--- src/hw/rtl/dlf_pkg.sv ---
// Package for the delimiter finder: widths, character codes and register indexes.
`default_nettype none

package dlf_pkg;

    localparam int LEVEL_BITS = 8;
    localparam int INDEX_BITS = 16;
    localparam int CHAR_BITS  = 16;
    localparam int POS_BITS   = 16;

    typedef logic [LEVEL_BITS-1:0] level_t;
    typedef logic [INDEX_BITS-1:0] index_t;
    typedef logic [CHAR_BITS-1:0]  char_t;

    localparam char_t CH_DQUOTE    = 16'h0022;
    localparam char_t CH_BACKTICK  = 16'h0060;
    localparam char_t CH_BACKSLASH = 16'h005C;
    localparam char_t CH_PAREN_OPEN   = 16'h0028;
    localparam char_t CH_PAREN_CLOSE  = 16'h0029;
    localparam char_t CH_ANGLE_OPEN   = 16'h003C;
    localparam char_t CH_ANGLE_CLOSE  = 16'h003E;
    localparam char_t CH_SQUARE_OPEN  = 16'h005B;
    localparam char_t CH_SQUARE_CLOSE = 16'h005D;
    localparam char_t CH_CURLY_OPEN   = 16'h007B;
    localparam char_t CH_CURLY_CLOSE  = 16'h007D;

    localparam char_t DELIM_RESET = 16'h002C;

    typedef enum logic {
        CFG_DELIMITER_CHAR   = 1'b0,
        CFG_STOP_AFTER_FIRST = 1'b1
    } cfg_index_t;

    localparam level_t LEVEL_MAX = {LEVEL_BITS{1'b1}};

    function automatic level_t level_up(input level_t v);
        return (v == LEVEL_MAX) ? v : v + level_t'(1);
    endfunction

    function automatic level_t level_down(input level_t v);
        return (v == '0) ? v : v - level_t'(1);
    endfunction

endpackage

`default_nettype wire

--- src/hw/rtl/top_level_delimiter_finder.sv ---
// Top level of the delimiter finder: escape, quote and bracket tracking per character.
//
//  channel | signals                                   | direction
//  --------+-------------------------------------------+----------
//  in      | in_valid, in_ready, char_code, end_of_string | into block
//  out     | out_valid, out_ready, position, hit, string_done | out of block
//  cfg     | cfg_we, cfg_index, cfg_data               | into block
//
// One item per cycle sustained while out is not stalled. An item lands in the input
// register, then the per-character update (one compare set and one saturating
// counter step) writes the result register from it once out can take it.
// Items that produce no result still pass through and update the scan state.
// A stall on out holds the result register; the input register fills next,
// then in_ready drops. Reset clears all control and scan state; registers
// return to delimiter ',' and stop mode off.
`default_nettype none

module top_level_delimiter_finder
    import dlf_pkg::*;
(
    input  wire logic                 clk,
    input  wire logic                 rst_n,
    input  wire logic                 in_valid,
    output logic                      in_ready,
    input  wire logic [CHAR_BITS-1:0] char_code,
    input  wire logic                 end_of_string,
    output logic                      out_valid,
    input  wire logic                 out_ready,
    output logic [POS_BITS-1:0]       position,
    output logic                      hit,
    output logic                      string_done,
    input  wire logic                 cfg_we,
    input  wire logic                 cfg_index,
    input  wire logic [CHAR_BITS-1:0] cfg_data
);

    // configuration
    char_t  delim_reg;
    logic   stop_reg;

    // input register
    logic   s1_valid_reg;
    char_t  s1_char_reg;
    logic   s1_last_reg;

    // scan state
    logic   quoted_reg,   quoted_next;
    logic   named_reg,    named_next;
    logic   odd_bs_reg,   odd_bs_next;
    level_t paren_reg,    paren_next;
    level_t angle_reg,    angle_next;
    level_t square_reg,   square_next;
    level_t curly_reg,    curly_next;
    index_t index_reg,    index_next;
    logic   found_reg,    found_next;

    // result register
    logic                out_valid_reg;
    logic [POS_BITS-1:0] pos_reg;
    logic                hit_reg,  hit_next;
    logic                done_reg;

    logic proc_go;
    logic toggle_q, toggle_n, top_lvl;
    char_t ch;

    assign proc_go  = s1_valid_reg && (!out_valid_reg || out_ready);
    assign in_ready = !s1_valid_reg || proc_go;
    assign ch       = s1_char_reg;

    always_comb
    begin
        odd_bs_next = (ch == CH_BACKSLASH) ? !odd_bs_reg : 1'b0;
        // an escaped quote or backtick is a plain character
        toggle_q = !named_reg && (ch == CH_DQUOTE) && !odd_bs_reg;
        toggle_n = !toggle_q && !quoted_reg && (ch == CH_BACKTICK) && !odd_bs_reg;
        top_lvl  = !toggle_q && !toggle_n && !quoted_reg && !named_reg;

        quoted_next = quoted_reg ^ toggle_q;
        named_next  = named_reg ^ toggle_n;
        paren_next  = paren_reg;
        angle_next  = angle_reg;
        square_next = square_reg;
        curly_next  = curly_reg;

        if (top_lvl)
        begin
            case (ch)
                CH_PAREN_OPEN:   paren_next  = level_up(paren_reg);
                CH_PAREN_CLOSE:  paren_next  = level_down(paren_reg);
                CH_ANGLE_OPEN:   angle_next  = level_up(angle_reg);
                CH_ANGLE_CLOSE:  angle_next  = level_down(angle_reg);
                CH_SQUARE_OPEN:  square_next = level_up(square_reg);
                CH_SQUARE_CLOSE: square_next = level_down(square_reg);
                CH_CURLY_OPEN:   curly_next  = level_up(curly_reg);
                CH_CURLY_CLOSE:  curly_next  = level_down(curly_reg);
                default: ;
            endcase
        end

        // delimiter test sees the depths after this character's update
        hit_next = top_lvl && (ch == delim_reg)
                 && (paren_next == '0) && (angle_next == '0)
                 && (square_next == '0) && (curly_next == '0)
                 && !(stop_reg && found_reg);
        found_next = found_reg || hit_next;
        index_next = index_reg + index_t'(1);

        // string closes: back to a clean scan state
        if (s1_last_reg)
        begin
            quoted_next = 1'b0;
            named_next  = 1'b0;
            odd_bs_next = 1'b0;
            paren_next  = '0;
            angle_next  = '0;
            square_next = '0;
            curly_next  = '0;
            index_next  = '0;
            found_next  = 1'b0;
        end
    end

    always_ff @(posedge clk or negedge rst_n)
    begin
        if (!rst_n)
        begin
            delim_reg     <= DELIM_RESET;
            stop_reg      <= 1'b0;
            s1_valid_reg  <= 1'b0;
            quoted_reg    <= 1'b0;
            named_reg     <= 1'b0;
            odd_bs_reg    <= 1'b0;
            paren_reg     <= '0;
            angle_reg     <= '0;
            square_reg    <= '0;
            curly_reg     <= '0;
            index_reg     <= '0;
            found_reg     <= 1'b0;
            out_valid_reg <= 1'b0;
        end
        else
        begin
            if (cfg_we)
            begin
                case (cfg_index_t'(cfg_index))
                    CFG_DELIMITER_CHAR:   delim_reg <= cfg_data;
                    CFG_STOP_AFTER_FIRST: stop_reg  <= cfg_data[0];
                    default: ;
                endcase
            end

            if (in_ready)
                s1_valid_reg <= in_valid;

            if (proc_go)
            begin
                quoted_reg    <= quoted_next;
                named_reg     <= named_next;
                odd_bs_reg    <= odd_bs_next;
                paren_reg     <= paren_next;
                angle_reg     <= angle_next;
                square_reg    <= square_next;
                curly_reg     <= curly_next;
                index_reg     <= index_next;
                found_reg     <= found_next;
                out_valid_reg <= hit_next || s1_last_reg;
            end
            else if (out_ready)
                out_valid_reg <= 1'b0;
        end
    end

    // payload registers, no reset
    always_ff @(posedge clk)
    begin
        if (in_ready && in_valid)
        begin
            s1_char_reg <= char_code;
            s1_last_reg <= end_of_string;
        end
        if (proc_go)
        begin
            pos_reg  <= POS_BITS'(index_reg);
            hit_reg  <= hit_next;
            done_reg <= s1_last_reg;
        end
    end

    assign out_valid   = out_valid_reg;
    assign position    = pos_reg;
    assign hit         = hit_reg;
    assign string_done = done_reg;

endmodule

`default_nettype wire

--- config.mk ---
export PLATFORM = sky130hd
export DESIGN_NAME = top_level_delimiter_finder
export DESIGN_NICKNAME = d
export VERILOG_FILES = /design/src/hw/rtl/dlf_pkg.sv /design/src/hw/rtl/top_level_delimiter_finder.sv
export SDC_FILE = /design/constraint.sdc
export NUM_CORES = 1
export LEC_CHECK = 0
export BUFFER_PORTS_ARGS = -buffer_cell sky130_fd_sc_hd__buf_4
export CAP_MARGIN = 30
export CORE_ASPECT_RATIO = 1.75
export CORE_MARGIN = 2
export CORE_UTILIZATION = 61
export DETAILED_ROUTE_END_ITERATION = 6
export GPL_TIMING_DRIVEN = 0
export PLACE_DENSITY = 0.85
export RECOVER_POWER = 50
export SLEW_MARGIN = 20
export SYNTH_ARGS = -nofsm -noshare
export SYNTH_HDL_FRONTEND = slang
export SYNTH_SLANG_ARGS = --single-unit
--- constraint.sdc ---
create_clock -name clk -period 4.1 [get_ports clk]
set_clock_uncertainty 0.15 [all_clocks]
set_input_delay 0.82 -clock clk [delete_from_list [all_inputs] [get_ports clk]]
set_output_delay 0.82 -clock clk [all_outputs]
set_load 0.02 [all_outputs]
# Word-level counts from Yosys, hierarchy flattened
# Index checks and enable logic that the tools add are counted.
# op_classes
n_eq_ne	16
add_sub_neg	9
bitwise	3
n_reduce_logical	40
muxes	28
# ops
operator	n
$mux 8	16
$eq 16x7->1 const B	6
$eq 16x6->1 const B	5
$logic_not 8->1	8
$pmux 8 s2	4
$add 8x1->8 const B	4
$eq 8x8->1 const B	4
$sub 8x1->8 const B	4
$logic_and 1x1->1	17
$add 16x1->16 const B	1
$eq 16x16->1	1
$mux 16	1
$logic_not 1->1	8
$mux 1	7
$logic_or 1x1->1	4
$reduce_and 2->1	2
$reduce_bool 2->1	1
$xor 1x1->1	2
$not 1->1	1
# totals
regBits	106
out_inout_bits	20
in_bits	39

# Logic depth before layout (Yosys ltp)
# logic_depth
depth_word	20
ltp_mapped	14

# Worst setup path after synthesis
# No wires, ideal clock.
# synth_path
path_kind	register to register
start	register s1_char_reg[13], in the netlist ch[13]
end	register found_reg
t_arrival_ns	3.078
period_less_slack_ns	3.308
slack_ns	0.792
path_buffers	0
path_stages_with_launch	14
path_cell_list	edfxtp_1 -> nor4_4 -> nand2_2 -> or4_2 -> ha_1 -> nand2_1 -> o21a_2 -> o41ai_2 -> a21oi_1 -> nand4_1 -> nor4_1 -> nand4_1 -> nor3_1 -> a2bb2oi_1
# synth_between
elab_chain_cells	20
# synth_rtl
item	line	source
start, declared	top_level_delimiter_finder.sv:43	char_t s1_char_reg;
start signal, assigned	top_level_delimiter_finder.sv:179	s1_char_reg <= char_code;
$eq 16x6->1	top_level_delimiter_finder.sv:75	toggle_q = !named_reg && (ch == CH_DQUOTE) && !odd_bs_reg;
$logic_and 1x1->1 (2 in series)	top_level_delimiter_finder.sv:75	
$logic_not 1->1	top_level_delimiter_finder.sv:76, top_level_delimiter_finder.sv:77	
$logic_and 1x1->1 (3 in series)	top_level_delimiter_finder.sv:76	toggle_n = !toggle_q && !quoted_reg && (ch == CH_BACKTICK) && !odd_bs_reg;
$logic_not 1->1	top_level_delimiter_finder.sv:77	top_lvl = !toggle_q && !toggle_n && !quoted_reg && !named_reg;
$logic_and 1x1->1 (3 in series)	top_level_delimiter_finder.sv:77	
$mux 8	top_level_delimiter_finder.sv:86	if (top_lvl)
$logic_not 8->1	top_level_delimiter_finder.sv:103	&& (paren_next == '0) && (angle_next == '0)
$logic_and 1x1->1 (2 in series)	top_level_delimiter_finder.sv:103	
$logic_and 1x1->1	top_level_delimiter_finder.sv:104	&& (square_next == '0) && (curly_next == '0)
$logic_and 1x1->1 *	top_level_delimiter_finder.sv:104	
$logic_and 1x1->1 *	top_level_delimiter_finder.sv:105	&& !(stop_reg && found_reg);
$logic_or 1x1->1 *	top_level_delimiter_finder.sv:106	found_next = found_reg || hit_next;
$mux 1 *	top_level_delimiter_finder.sv:110	if (s1_last_reg)
end signal, assigned	top_level_delimiter_finder.sv:166	found_reg <= found_next;
end, declared	top_level_delimiter_finder.sv:55	logic found_reg, found_next;
# Mark *: on every way between the ends. The rest lies on a longest branch, timed or not.
# A chain may end at the register's enable or synchronous reset.

# Final worst setup path
# layout_path
start	register s1_char_reg[7], in the netlist ch[7]
end	register out_valid_reg, in the netlist out_valid
# layout_between
elab_chain_cells	20
# layout_rtl
item	line	source
$eq 16x6->1	top_level_delimiter_finder.sv:75	
$logic_and 1x1->1 (2 in series)	top_level_delimiter_finder.sv:75	
$logic_not 1->1	top_level_delimiter_finder.sv:76, top_level_delimiter_finder.sv:77	
$logic_and 1x1->1 (3 in series)	top_level_delimiter_finder.sv:76	
$logic_not 1->1	top_level_delimiter_finder.sv:77	
$logic_and 1x1->1 (3 in series)	top_level_delimiter_finder.sv:77	
$mux 8	top_level_delimiter_finder.sv:86	
$logic_not 8->1	top_level_delimiter_finder.sv:103	
$logic_and 1x1->1 (2 in series)	top_level_delimiter_finder.sv:103	
$logic_and 1x1->1	top_level_delimiter_finder.sv:104	
$logic_and 1x1->1 *	top_level_delimiter_finder.sv:104	
$logic_and 1x1->1 *	top_level_delimiter_finder.sv:105	
named net hit_next	top_level_delimiter_finder.sv:60	logic hit_reg, hit_next;
$logic_or 1x1->1 *	top_level_delimiter_finder.sv:167	out_valid_reg <= hit_next || s1_last_reg;
$mux 1 *	top_level_delimiter_finder.sv:156	if (proc_go)
end signal, assigned	top_level_delimiter_finder.sv:167	
end, declared	top_level_delimiter_finder.sv:58	logic out_valid_reg;
# The timed path passes the listed nets; every way through them passes the cells marked *.

==> results.py <==
metrics = {
    "sta": {
        "final-hold-violation-count": 0,
        "tightestPinTransition_ns": 1.94,
        "final.setup.tns_ns": 0,
        "fmax_ghz": 0.259,
        "drv_slew": 36,
        "rsz0062_at_grt": "no",
        "finalSetupViolCount": 0,
        "hold_ws_ns": 0.316,
        "max_slew_margin_pct": -29.2,
        "min_period_over_period_pct": 94.2,
        "min_period_ns": 3.86,
    },
    "detailed_routing": {
        "vias": 7022,
        "wl_per_cell_um": 22.6,
        "wl_um": 22600,
        "drc": 0,
        "ant_nets": 0,
        "initialDrtViolationCount": 631,
        "vias_per_cell": 7.02,
        "drt_first_pass_iters": 6,
    },
    "finish": {
        "stdcell_area_sq_mm": 0.00817,
        "antenna-diode-count": 0,
        "area_growth_pct": 12.5,
        "nNetsFinal": 913,
        "layout-drive-gt1-share_pct": 17.6,
        "multi_input_area_sq_mm": 0.00404,
        "final-seq-area_sq_mm": 0.00283,
        "stdcell_count": 1000,
        "nFillCells": 903,
    },
    "placement": {
        "dpl.hpwl_um": 16800,
        "place_area_sq_mm": 0.00787,
        "dp_cells": 982,
        "globalplace.congestion": 0.985,
        "port-buffer-count": 58,
    },
    "cts": {
        "cts_hold_buf": 0,
        "clk_latency_ns": 0.36,
        "root_buffer": "clkbuf_16",
        "clk_pin_slew_ns": 0.07,
        "cts_buffers": 9,
        "ctsLongestPathBuffers": 2,
        "numClockSinks": 106,
        "tritoncts": "yes",
        "cts_max_level": 3,
    },
    "global_routing": {
        "use_met3_pct": 5.66,
        "grt_antenna_before_repair": 0,
        "grt_pass1_vias": 7098,
        "use_met2_pct": 63.0,
        "grt.busiest_layer": "met2",
        "grt-ovfl-total": 0,
        "grt_use_met1_pct": 39.1,
        "grt_usage_pct": 36.0,
        "grt_max_degree": 72,
        "grt_pass1_wl_um": 36000,
    },
    "pwr": {
        "leakagePower_nw": 3.15,
        "netSwitchingPower_w": 0.00118,
        "p_clk_share_pct": 27.7,
        "p_per_area_mw_per_mm2": 392,
        "vdd_drop_max_v": 0.000230,
        "switching_share_pct": 36.7,
        "finalPower_w": 0.00321,
        "p_int_w": 0.00203,
        "seq_power_share_pct": 41.5,
        "combPwrFrac_pct": 30.8,
    },
    "worst_setup_path": {
        "path_class": "reg -> reg",
        "r2r_start": "ch[7]",
        "cp-start-kind": "register",
        "endpoint_kind": "register",
        "cp-startpoint": "ch[7]",
        "crit_arrival_ns": 4.01,
        "cp_max_fo": 9,
        "cp.required_ns": 4.25,
    },
    "run": {
        "drv_cap": 1,
    },
    "synth": {
        "yosys.cell_types.count": 95,
        "syn_inst": 789,
        "synthesis.area_sq_mm": 0.00726,
        "yosysWarnings": 0,
        "ys_ff_latch": 106,
        "syn-mean-instance-area_sq_um": 9.21,
        "syn_nets": 842,
        "ys_seq_area_share_pct": 39.0,
        "synthArstFlopShare_pct": 67.0,
        "synth_edf_count": 35,
        "synth_flop_cell": "dfrtp_1",
    },
    "floorplanning": {
        "pin_count": 59,
        "core_sq_mm": 0.0116,
        "die_x_um": 86.5,
        "die_h_um": 148,
        "num_rows": 52,
        "start_util_pct": 62.7,
        "die_area_sq_mm": 0.0128,
    },
    "hold_path": {
        "hp-class": "reg -> reg",
        "min_from": "s1_last_reg",
    },
    "outcome": {
        "violations": "capacitance limit, slew limit",
        "status": "complete, but fails checks",
    },
}
[through the flow]
step | utilization (%) | setup slack [ns]
floorplan | - | 0.792
global placement | 67.9 | 0.201
detailed placement | 67.9 | 0.160
CTS | 70.5 | 0.132
global route | 70.6 | 0.0182
finish | 70.6 | 0.239
[kinds of logic (layout without fill, tap and decap cells)]
group,after synthesis,after routing,synth area share [%]
buf+inv,80,156,5.61
flops,106,106,39.0
xor+xnor,29,29,3.50
mux,27,27,4.05
simple gates,326,326,25.6
compound gates,207,207,19.9
fa+ha+maj,14,14,2.41
[layout make-up]
cell class	instances	area share [%]
clock buffer	10	2.92
buffer	59	4.03
inverter	20	0.919
multi-input combinational	603	49.4
clock inverter	6	0.704
sequential	106	34.6
tap	135	2.07
timing repair buffer	61	5.30
[cells in the final DEF (no fill, tap or decap), types with 28 or more instances in the layout]
master,count
a21oi_1,36
buf_4,40
clkbuf_1,42
dfrtp_1,68
edfxtp_1,35
nand2_1,71
nand3_1,35
nor2_1,55
nor3_1,28
o21ai_0,55
[synth_stat cells (5+ instances only)]
| cell | instances | area [sq um] |
|---|---|---|
| nor2_1 | 56 | 210 |
| mux2_2 | 19 | 214 |
| nand4b_1 | 6 | 52.6 |
| mux2i_1 | 8 | 80.1 |
| dfrtp_1 | 68 | 1700 |
| buf_2 | 7 | 35.0 |
| o21ai_0 | 55 | 275 |
| o32ai_1 | 5 | 43.8 |
| edfxtp_1 | 35 | 1050 |
| or3_1 | 10 | 62.6 |
| ha_1 | 14 | 175 |
| nand4_1 | 23 | 144 |
| buf_1 | 5 | 18.8 |
| o22ai_1 | 10 | 62.6 |
| nand3_1 | 35 | 175 |
| a32oi_1 | 5 | 43.8 |
| a21oi_1 | 36 | 180 |
| nor3b_1 | 5 | 37.5 |
| o31ai_1 | 10 | 75.1 |
| nor3_1 | 28 | 140 |
| nand2b_1 | 6 | 37.5 |
| and2_1 | 6 | 37.5 |
| and3_1 | 10 | 62.6 |
| a22oi_1 | 9 | 67.6 |
| a211oi_1 | 5 | 37.5 |
| and4_1 | 6 | 52.6 |
| or4_1 | 5 | 37.5 |
| clkbuf_1 | 37 | 139 |
| xor2_1 | 9 | 78.8 |
| nor4_1 | 12 | 75.1 |
| nand2_1 | 71 | 267 |
| or2_2 | 6 | 37.5 |
| a22o_1 | 12 | 105 |
| xnor2_1 | 20 | 175 |
| inv_1 | 19 | 71.3 |
| a31oi_1 | 10 | 62.6 |
[power groups by stage]
stage               Clock [W]  Combinational (W)  Sequential (W)
floorplan                   0           0.000643         0.00134
global placement            0           0.000927         0.00134
detailed placement          0           0.000957         0.00135
CTS                  0.000882           0.000963         0.00133
global route         0.000918            0.00106         0.00135
finish               0.000887           0.000987         0.00133
[critical path, cell delays in order, from the launching register on]
cell and delay [ns]:
edfxtp_1 0.47, nor4_4 0.37, nand2_2 0.23, or4_2 0.70, ha_1 0.21, nand2_1 0.09, o21a_2 0.14, o41ai_4 0.10
a21oi_1 0.18, nand4_1 0.11, nor4_1 0.32, nand4_1 0.27, nor3_2 0.30, a211o_1 0.16
[worst paths after layout]
check	end	slack [ns]	cells past startpoint
hold reg to reg	string_done	0.32	0
setup reg to reg	out_valid	0.24	13
setup / recovery	out_valid	0.24	13
hold / removal	string_done	0.32	0
min in group asynchronous	index_reg[5]	0.84	1
max in group asynchronous	paren_reg[7]	1.14	2
[timing repair]
item | CTS | global route
setup endpoints to repair | 0 | 3
resized for setup | 0 | 2
setup buffers | 0 | 2
[routing by layer]
layer,share of wire [%],vias to the layer above
met4,7.6,0
met2,51,483
met1,34,3274
met5,0,-
li1,-,3127
met3,7.3,138
Power figures use the tool's default switching activity.
